==> src/sv/ohtab_pkg.sv <==
package ohtab_pkg;

	localparam int DEF_BUCKET_COUNT = 20;
	localparam int DEF_POOL_ENTRIES = 64;
	localparam int DEF_KEY_CHARS    = 8;

	localparam logic [7:0] CHAR_FIRST = 8'h41;
	localparam logic [7:0] CHAR_LAST  = 8'h5A;

	localparam logic FUNC_INSERT = 1'b0;
	localparam logic FUNC_LOOKUP = 1'b1;

	typedef enum logic [1:0] {
		ST_OK       = 2'd0,
		ST_BADKEY   = 2'd1,
		ST_NOTFOUND = 2'd2,
		ST_FULL     = 2'd3
	} status_code_t;

	typedef enum logic [2:0] {
		S_IDLE,
		S_HASH,
		S_MOD,
		S_DECIDE,
		S_INS,
		S_LINK,
		S_READ,
		S_CMP
	} state_t;

	typedef struct packed {
		logic         capture;
		logic         ins_write;
		logic         link_write;
		logic         ptr_head;
		logic         ptr_next;
		logic         load_out;
		status_code_t code;
	} oht_cmd_t;

	typedef struct packed {
		logic key_bad;
		logic is_lookup;
		logic full;
		logic head_used;
		logic hit;
		logic chain_end;
	} oht_sts_t;

endpackage

==> src/sv/ohtab_ctrl.sv <==
module ohtab_ctrl (
	input  logic                clk,
	input  logic                arst_n,
	input  logic                in_valid,
	output logic                in_ready,
	output logic                out_valid,
	input  logic                out_ready,
	input  ohtab_pkg::oht_sts_t sts,
	output ohtab_pkg::oht_cmd_t cmd
);
	import ohtab_pkg::*;

	state_t       state_q, state_d;
	status_code_t res_q, res_d;
	logic         out_valid_q;
	logic         done_q, done_d;

	always_ff @(posedge clk or negedge arst_n) begin
		if (!arst_n) begin
			state_q     <= S_IDLE;
			res_q       <= ST_OK;
			out_valid_q <= 1'b0;
			done_q      <= 1'b0;
		end else begin
			state_q <= state_d;
			res_q   <= res_d;
			done_q  <= done_d;
			if (cmd.load_out) begin
				out_valid_q <= 1'b1;
			end else if (out_ready) begin
				out_valid_q <= 1'b0;
			end
		end
	end

	// done_q: result code settled, waiting for room in the output register
	always_comb begin
		state_d = state_q;
		res_d   = res_q;
		done_d  = done_q;
		unique case (state_q)
			S_IDLE: begin
				if (done_q) begin
					if (!out_valid_q || out_ready) begin
						done_d = 1'b0;
					end
				end else if (in_valid) begin
					state_d = S_HASH;
				end
			end
			S_HASH:   state_d = S_MOD;
			S_MOD:    state_d = S_DECIDE;
			S_DECIDE: begin
				priority if (sts.key_bad) begin
					res_d   = ST_BADKEY;
					done_d  = 1'b1;
					state_d = S_IDLE;
				end else if (!sts.is_lookup) begin
					if (sts.full) begin
						res_d   = ST_FULL;
						done_d  = 1'b1;
						state_d = S_IDLE;
					end else begin
						state_d = S_INS;
					end
				end else if (!sts.head_used) begin
					res_d   = ST_NOTFOUND;
					done_d  = 1'b1;
					state_d = S_IDLE;
				end else begin
					state_d = S_READ;
				end
			end
			S_INS: begin
				res_d = ST_OK;
				if (sts.head_used) begin
					state_d = S_LINK;
				end else begin
					done_d  = 1'b1;
					state_d = S_IDLE;
				end
			end
			S_LINK: begin
				done_d  = 1'b1;
				state_d = S_IDLE;
			end
			S_READ:   state_d = S_CMP;
			S_CMP: begin
				priority if (sts.hit) begin
					res_d   = ST_OK;
					done_d  = 1'b1;
					state_d = S_IDLE;
				end else if (sts.chain_end) begin
					res_d   = ST_NOTFOUND;
					done_d  = 1'b1;
					state_d = S_IDLE;
				end else begin
					state_d = S_READ;
				end
			end
			default: state_d = S_IDLE;
		endcase
	end

	always_comb begin
		in_ready       = (state_q == S_IDLE) && !done_q;
		out_valid      = out_valid_q;
		cmd            = '0;
		cmd.code       = res_q;
		cmd.capture    = in_ready && in_valid;
		cmd.ins_write  = (state_q == S_INS);
		cmd.link_write = (state_q == S_LINK);
		cmd.ptr_head   = (state_q == S_DECIDE);
		cmd.ptr_next   = (state_q == S_CMP);
		cmd.load_out   = (state_q == S_IDLE) && done_q && (!out_valid_q || out_ready);
	end

endmodule

==> config.mk <==
export PLATFORM = sky130hd
export DESIGN_NAME = ohtab_ctrl
export DESIGN_NICKNAME = d
export VERILOG_FILES = /design/src/sv/ohtab_pkg.sv /design/src/sv/ohtab_ctrl.sv
export SDC_FILE = /design/constraint.sdc
export NUM_CORES = 1
export LEC_CHECK = 0
export BUFFER_PORTS_ARGS = -buffer_cell sky130_fd_sc_hd__buf_2
export CORE_MARGIN = 8
export CORE_UTILIZATION = 40
export DETAILED_ROUTE_END_ITERATION = 10
export PLACE_DENSITY = 0.74
export SYNTH_ARGS = -nofsm -noshare
export SYNTH_HDL_FRONTEND = slang
export SYNTH_SLANG_ARGS = --single-unit
export TNS_END_PERCENT = 30
==> constraint.sdc <==
create_clock -name clk -period 1.7 [get_ports clk]
set_input_delay 0.255 -clock clk [delete_from_list [all_inputs] [get_ports clk]]
set_output_delay 0.255 -clock clk [all_outputs]
set_load 0.03 [all_outputs]
Word level (Yosys, flattened, before mapping)
Index checks and enable logic that the tools add are counted.
- equal/unequal tests: 12
- muxes and demuxes: 28
- reduce and logical (&&, ||, !) cells: 14
- operators with widths (cell ; count):
    $mux W3 ; 9
    $pmux W3 S8 ; 1
    $eq A3 B3 Y1 const B ; 4
    $mux W2 ; 6
    $mux W1 ; 10
    $ne A4 B4 Y1 const B ; 2
    $eq A3 B2 Y1 const B ; 2
    $pmux W2 S3 ; 1
    $pmux W1 S5 ; 1
    $reduce_bool A5 Y1 ; 1
    $logic_and A1 B1 Y1 ; 4
    $ne A2 B2 Y1 const B ; 2
    $reduce_and A4 Y1 ; 1
    $eq A3 B1 Y1 const B ; 1
    $logic_not A3 Y1 ; 1
    $ne A3 B3 Y1 const B ; 1
    $reduce_and A3 Y1 ; 1
    $reduce_bool A3 Y1 ; 1
    $logic_not A1 Y1 ; 2
    $reduce_and A2 Y1 ; 1
    $reduce_bool A2 Y1 ; 1
    $logic_or A1 B1 Y1 ; 1
- register bits after elaboration: 7
- input port bits: 10
- output and inout port bits: 10
- logic and storage cells: 58

Depth between registers and ports, before layout
Gate-level depths: netlist of run 1.
- depth in word-level cells: 5
- depth in mapped cells: 5
- depth with buffers taken out: 4

Worst setup path before layout of run 1
Ideal clock, no wire load.
- path type: reg-to-output
- start point: reg state_q[2]
- end point: out in_ready
- data arrival time: 1.607 ns
- data required time: 1.445 ns
- slack: -0.162 ns
- cell stages (with the launch flop): 3
- path buffers: 1
- path through: dfrtp_1 > clkbuf_1 > nor4_1
- word-level cells in the longest chain between the ends: 2
- RTL lines (what ; line ; text):
    start, declared ; ohtab_ctrl.sv:13 ; state_t state_q, state_d;
    start signal, assigned ; ohtab_ctrl.sv:25 ; state_q <= state_d;
    $logic_not A3 Y1 ; ohtab_ctrl.sv:106 ; in_ready = (state_q == S_IDLE) && !done_q;
    $logic_and A1 B1 Y1 ; ohtab_ctrl.sv:106 ;
    end, declared ; ohtab_ctrl.sv:5 ; output logic in_ready,
No other way between the ends.

==> results of run 1 <==
==> metal layers <==
metal	track usage	vias up
met1	0.1149	243
met4	0.06637	0
met3	0.02279	0
met2	0.1660	7
met5	0	-
li1	-	267
==> critical path, delay by kind of cell, from the launching register on <==
family | cells | cell delay (ns)
AND/OR/NAND/NOR | 2 | 0.48
flip-flops | 1 | 0.49
buffers and inverters | 1 | 0.20
==> cell usage in the layout, fill, tap and decap left out, types with 2 or more instances in the layout <==
cell type / instances
nand3b_1: 2
and3_1: 2
o21a_1: 2
a21oi_1: 5
nand2_1: 3
dfrtp_1: 5
buf_4: 3
clkbuf_4: 3
o21ai_0: 3
nor2_1: 3
buf_2: 18
inv_1: 4
dfrtp_2: 2
a221oi_1: 2
and2_1: 3
o32ai_1: 2
==> metrics by stage <==
| stage | std cells | power (mW) | hold slack (ns) | cell area (µm²) |
|---|---|---|---|---|
| after global routing | 97 | 1.456 | 0.2587 | 681.9 |
| after floorplan | 60 | 0.9983 | -0.04059 | 526.8 |
| after CTS | 97 | 1.323 | 0.2557 | 669.4 |
| after detailed placement | 92 | 1.167 | 0.08651 | 628.1 |
| final | 97 | 1.342 | 0.2492 | 681.9 |
| after global placement | 92 | 1.162 | 0.08966 | 628.1 |
==> cell families after synthesis <==
| family | count (synthesis) |
|---|---|
| flops | 7 |
| buf+inv | 9 |
| simple gates | 22 |
| compound gates | 22 |
==> state kept, by name (all words and copies together), names as in the netlist <==
register,cells
done_q,1
out_valid,1
res_q,2
state_q,3
==> worst min path at each step <==
stage              start                     to  cells past startpoint
3_3_place_gp      arst_n   res_q[0]$_DFFE_PN0P_                      1
6_report       out_ready  out_valid$_DFFE_PN0P_                      2
5_1_grt        out_ready  out_valid$_DFFE_PN0P_                      2
4_1_cts        out_ready  out_valid$_DFFE_PN0P_                      2
3_5_place_dp      arst_n   res_q[0]$_DFFE_PN0P_                      1
2_1_floorplan     arst_n     done_q$_DFFE_PN0P_                      0
==> final cells by class <==
type | instances | area share
inverters | 5 | 0.02752
multi-input cells | 44 | 0.4661
repair buffers | 22 | 0.1798
clock buffers | 4 | 0.03853
flip-flops and latches | 7 | 0.2605
well taps | 15 | 0.02752
==> timing repair <==
| action | in CTS | in global routing |
|---|---|---|
| hold buffers | 1 | 0 |
| endpoints found under the hold margin | 7 | 0 |
| gates resized for setup | 1 | 6 |
| pin swaps | 0 | 1 |
| buffers inserted | 0 | 0 |
| setup endpoints to repair | 2 | 5 |
==> power groups by stage <==
stage	clock network (mW)	registers, mW	logic, mW
final	0.142	0.397	0.803
after global routing	0.165	0.413	0.878
after CTS	0.148	0.375	0.799
after detailed placement	0	0.373	0.793
after global placement	0	0.369	0.793
after floorplan	0	0.382	0.617
==> metrics.md, run 1 <==
| Metric | Value |
|---|---|
| Status | `completed` |
| Detailed Route WL | `1.251 mm` |
| Antenna Nets Post-Route | `0` |
| DR WL met3 | `43 µm` |
| Switching Share | `0.4942` |
| Initial antenna violation count | `0` |
| Overall routing resource usage | `0.1015` |
| Final number of max-transition violations | `0` |
| Synth Area in Adders | `0` |
| Area contributors post-synth | `dfrtp_1, a221oi_4, a21oi_1` |
| Psw | `0.6634 mW` |
| Clock power share | `0.106` |
| Core box area | `1252 µm²` |
| Worst Setup SP | `state_q[0]$_DFFE_PN0P_` |
| I/O Pins | `20` |
| Worst r2r path cells | `4` |
| M1 WL | `556 µm` |
| Chip width | `52.07 µm` |
| Hold/Removal Path Class | `in -> reg` |
| Critical path startpoint category | `register` |
| Total gr overflow | `0` |
| Clk buf depth | `2` |
| Simple-Gate Fraction of Synth Area | `0.2500` |
| Highest metal used | `met3` |
| Period Utilization, post-route | `0.9871` |
| Critical path arrival | `approximately 1.4 ns` |
| Max Clock Freq | `about 600 MHz` |
| Drt drc | `0` |
| Initial DRC count | `5` |
| End-of-flow core utilization | `0.5445` |
| Slowest-stage cell, CP | `dfrtp_2` |
| Fin Clk Skew | `0.003141 ns` |
| Clk_lat worst skew | `between 0.2 and 0.25 ns` |
| Pwr dens | `1968 nW/µm²` |
| List of most frequent post-synthesis cells | `dfrtp_1, a21oi_1, inv_1` |
| Post-Syn Nets | `70` |
| Setup violations, final | `0` |
| CP max stage delay | `0.49 ns` |
| Row Count | `13` |
| Critical path class | `reg -> out` |
| # diodes | `0` |
| Combinational cell fraction of total power | `0.598` |
| RePlAce Congestion | `between 0.8 and 0.9` |
| Final setup margin | `~0.022 ns` |
| Main synth FF type | `dfrtp_1` |
| Int Pwr | `0.6789 mW` |
| Peak VDD IR | `1.003 mV` |
| Place WS | `0.1742 ns` |
| Post-Synth XOR/XNOR Area | `0` |
| Die Ht | `52.07 µm` |
| Clock Pin Slew Worst Setup and Hold Paths | `0.05 ns` |
| Die area | `between 2000 and 3000 µm²` |
| Met2 wire length | `650 µm` |
| Setup total negative slack | `0 ns` |
| Cell with the most instances after synthesis | `dfrtp_1` |
| RSZ-0062 raised after global routing | `true` |
| RR Startpoint | `state_q[2]$_DFFE_PN0P_` |
| CP Max Fanout | `11` |
| Number of I/O port buffers | `19` |
| Synth-to-Final Area Change | `31.01%` |
| Vias in the first global route | `between 400 and 500` |
| CP cell instances | `nor2_2 -> and2_1 -> buf_2` |
| Clk root buf | `clkbuf_4` |
| Synth unique cells | `33` |
| Reg area | `about 180 µm²` |
| Post-synth EDFFs | `0` |
| Share of layout cells above drive strength 1 | `0.3902` |
| Final net count | `93` |
| CP required | `1.44 ns` |
| Wire length per cell | `12.90 µm` |
| Final Hold Fails | `0` |
| Iteration count of the initial detailed-routing pass | `4` |
| Synthesized instance count | `60` |
| Fillcell total | `112` |
| Worst slew pin tran | `0.3345 ns` |
| Largest net degree at the start of global routing | `12` |
| Sequential power share | `0.296` |
| Tmin final | `1.678 ns` |
| Synth warnings | `0` |
| Post-synthesis mux area share | `0` |
| Seq/Total Area, Yosys | `0.3365` |
| R2r endpoint | `res_q[1]$_DFFE_PN0P_` |
| Post-synth ARST share | `1.000` |
| Pleak | `0.3245 nW` |
| Max H-tree Level | `1` |
| TritonCTS clock tree | `built` |
| Vias | `517` |
| Setup crit end kind | `primary output` |
| Syn Area/Cell | `8.675 µm²` |
| Multi-input gate area | `317.8 µm²` |
| Yosys top cell area share | `0.3365` |
| FF-to-FF setup slack | `0.22 ns` |
| Clk sinks | `7` |
| Largest area contributor in the netlist | `dfrtp_1` |
| First-pass GRT wire length | `2.139 mm` |
| Yosys reg bits | `7` |
| Initial Util | `0.4156` |
| Largest family of logic cells by synthesized area | `compound AO/OA/AOI/OAI gates` |
| Mapped Area | `520.5 µm²` |
| Worst setup path end | `cmd[6]` |
| Max Cap Viol | `0` |
| CTS Buf Count | `3` |
| DR vias/cell | `5.330` |
| HPWL after DPL | `1.019 mm` |
| Worst rel slew slack | `0.7770` |
| Compound-cell area share of the yosys netlist | `0.3245` |
Power figures use the tool's default switching activity.
==> inputs of run 2 (changes only) <==
Settings changed: CTS_BUF_LIST set to sky130_fd_sc_hd__clkbuf_8.
==> run 2 against run 1 <==
Compared with the run above: register-to-register slack better by 0.04 ns; fmax up 6.3%; sequential power up 2%; setup slack better by 0.10 ns; first-iteration DRC count unchanged; global-route usage up 0.29 points; critical path type unchanged; routed wire length up 5.8%; non-clock buffer count unchanged; sequential share of layout area down 0.66 points; clock-buffer cell count down 1; critical path depth up 1; die area unchanged.
==> metrics.md, run 2 (synthesis gave the netlist of run 1 again) <==
| Metric | Value |
|---|---|
| Worst slew pin tran | `0.3648 ns (was 0.3345 ns)` |
| Number of flip-flops under the largest register name | `3 (unchanged)` |
| Die Ht | `52.07 µm (unchanged)` |
| Clk buf depth | `2 (unchanged)` |
| CTS Buf Count | `3 (unchanged)` |
| Final Hold Fails | `0 (unchanged)` |
| Die area | `2711 µm² (unchanged)` |
| HPWL after DPL | `1.019 mm (unchanged)` |
| Max Clock Freq | `633.7 MHz (was 595.9 MHz)` |
| Commonest non-fill, non-tap cells in the layout | `buf_2, inv_1, a21oi_1 (was buf_2, a21oi_1, dfrtp_1)` |
| Synth-to-Final Area Change | `35.34% (was 31.01%)` |
| Combinational cell fraction of total power | `0.565 (was 0.598)` |
| Commonest non-fill, non-tap cell in the layout | `buf_2 (unchanged)` |
| RSZ-0062 raised after global routing | `false (was true)` |
| Wire length per cell | `13.64 µm (was 12.90 µm)` |
| Pwr dens | `2046 nW/µm² (was 1968 nW/µm²)` |
| CP Max Fanout | `9 (was 11)` |
| Final net count | `93 (unchanged)` |
| Initial Util | `0.4156 (unchanged)` |
| RePlAce Congestion | `0.8185 (unchanged)` |
| Int Pwr | `0.7478 mW (was 0.6789 mW)` |
| Antenna Nets Post-Route | `0 (unchanged)` |
| Critical path class | `reg -> out (unchanged)` |
| Chip width | `52.07 µm (unchanged)` |
| Initial DRC count | `5 (unchanged)` |
| I/O Pins | `20 (unchanged)` |
| Fin Clk Skew | `0.002506 ns (was 0.003141 ns)` |
| Setup crit end kind | `primary output (unchanged)` |
| Switching Share | `0.4812 (was 0.4942)` |
| First-pass GRT wire length | `2.173 mm (was 2.139 mm)` |
| Share of layout cells above drive strength 1 | `0.4024 (was 0.3902)` |
| Largest regs | `state_q x3, res_q x2 (unchanged)` |
| Clock power share | `0.154 (was 0.106)` |
| Overall routing resource usage | `0.1044 (was 0.1015)` |
| Largest net degree at the start of global routing | `12 (unchanged)` |
| Detailed Route WL | `1.323 mm (was 1.251 mm)` |
| Setup violations, final | `0 (unchanged)` |
| Clock Pin Slew Worst Setup and Hold Paths | `0.04 ns (was 0.05 ns)` |
| Setup total negative slack | `0 ns (unchanged)` |
| DR vias/cell | `5.443 (was 5.330)` |
| Period Utilization, post-route | `0.9282 (was 0.9871)` |
| Iteration count of the initial detailed-routing pass | `4 (unchanged)` |
| Clk sinks | `7 (unchanged)` |
| Worst rel slew slack | `0.7568 (was 0.7770)` |
| Hold/Removal Path Class | `in -> reg (unchanged)` |
| Final number of max-transition violations | `0 (unchanged)` |
| # diodes | `0 (unchanged)` |
| Max Cap Viol | `0 (unchanged)` |
| Setup Fix Bufs, Post-CTS | `0 (unchanged)` |
| Total gr overflow | `0 (unchanged)` |
| Sequential power share | `0.281 (was 0.296)` |
| Max H-tree Level | `1 (unchanged)` |
| End-of-flow core utilization | `0.5624 (was 0.5445)` |
| Clk_lat worst skew | `0.22 ns (was 0.24 ns)` |
| Number of I/O port buffers | `19 (unchanged)` |
| Top reg by flops | `state_q (unchanged)` |
| Vias | `528 (was 517)` |
| Initial antenna violation count | `0 (unchanged)` |
| Row Count | `13 (unchanged)` |
| Psw | `0.6936 mW (was 0.6634 mW)` |
| Tmin final | `1.578 ns (was 1.678 ns)` |
| TritonCTS clock tree | `built (unchanged)` |
| Clk root buf | `clkbuf_8 (was clkbuf_4)` |
| Critical path startpoint category | `register (unchanged)` |
| Vias in the first global route | `499 (was 494)` |
| CP required | `1.44 ns (about the same)` |
| Core box area | `1252 µm² (unchanged)` |
| Critical path arrival | `1.32 ns (was 1.42 ns)` |
| Pleak | `0.3357 nW (was 0.3245 nW)` |
| Drt drc | `0 (unchanged)` |
| Peak VDD IR | `1.100 mV (was 1.003 mV)` |
| Status | `completed (unchanged)` |
run 2: cell count changes in the layout (fill, tap and decap cells not counted), sizes merged:
cell	change
clkbuf	-1
inv	+1
run 2: worst paths after layout:
check,slack [ns],cells after the start,start,to
worst min-delay path,0.27,2,out_ready,out_valid$_DFFE_PN0P_
worst max register to register,0.26,3,state_q[0]$_DFFE_PN0P_,done_q$_DFFE_PN0P_
min in group asynchronous,0.39,2,arst_n,done_q$_DFFE_PN0P_
worst min register to register,0.49,1,res_q[1]$_DFFE_PN0P_,res_q[1]$_DFFE_PN0P_
worst max-delay path,0.12,4,state_q[2]$_DFFE_PN0P_,cmd[2]
max in group asynchronous,1.16,2,arst_n,state_q[0]$_DFFE_PN0P_
run 2: worst max-delay path, cell delays in order (launching register included):
cell and delay (ns):
dfrtp_2 0.47, nor3_4 0.22, nand2_1 0.09, a21oi_1 0.11
buf_2 0.21
run 2: per-layer routing:
metal	global-route usage	part of all wire	vias up
met1	0.1149	0.41	242
met3	0.02279	0.051	5
li1	-	-	267
met4	0.07965	0.034	0
met2	0.1700	0.51	14
met5	0	0	-
run 2: repair_timing:
action / CTS / global route
setup endpoints to repair: 1 / 4
hold buffers: 1 / 0
gates resized for setup: 1 / 6
pin swaps: 0 / 1
cloned: 0 / 0
hold endpoints to repair: 7 / 0
run 2: layout make-up:
type / count / area (µm²)
Clock buffer: 3 / 41.29
Tap cell: 15 / 18.77
Clock inverter: 1 / 3.754
Timing Repair Buffer: 22 / 120.1
Inverter: 5 / 18.77
Sequential cell: 7 / 178.9
Multi-Input combinational cell: 44 / 322.8
Fill cell: 112 / 548.0
run 2: through the flow:
step           power, mW  setup slack (ns)  cell area, µm²  hold WS [ns]  cells
2_1_floorplan     0.9983        -0.0004661           526.8      -0.04059     60
3_3_place_gp       1.162            0.2394           628.1       0.08966     92
3_5_place_dp       1.167            0.1742           628.1       0.08651     92
4_1_cts            1.406          0.006351           688.2        0.2796     97
5_1_grt            1.554           0.04929           704.4        0.2864     97
6_report           1.441            0.1220           704.4        0.2685     97
run 2: power by group through the flow:
stage                     registers [mW]  logic (mW)  clock network [mW]
after CTS                          0.375       0.799               0.231
after detailed placement           0.373       0.793                   0
final                              0.405       0.815               0.222
after global routing               0.424       0.884               0.246
after floorplan                    0.382       0.617                   0
after global placement             0.369       0.793                   0
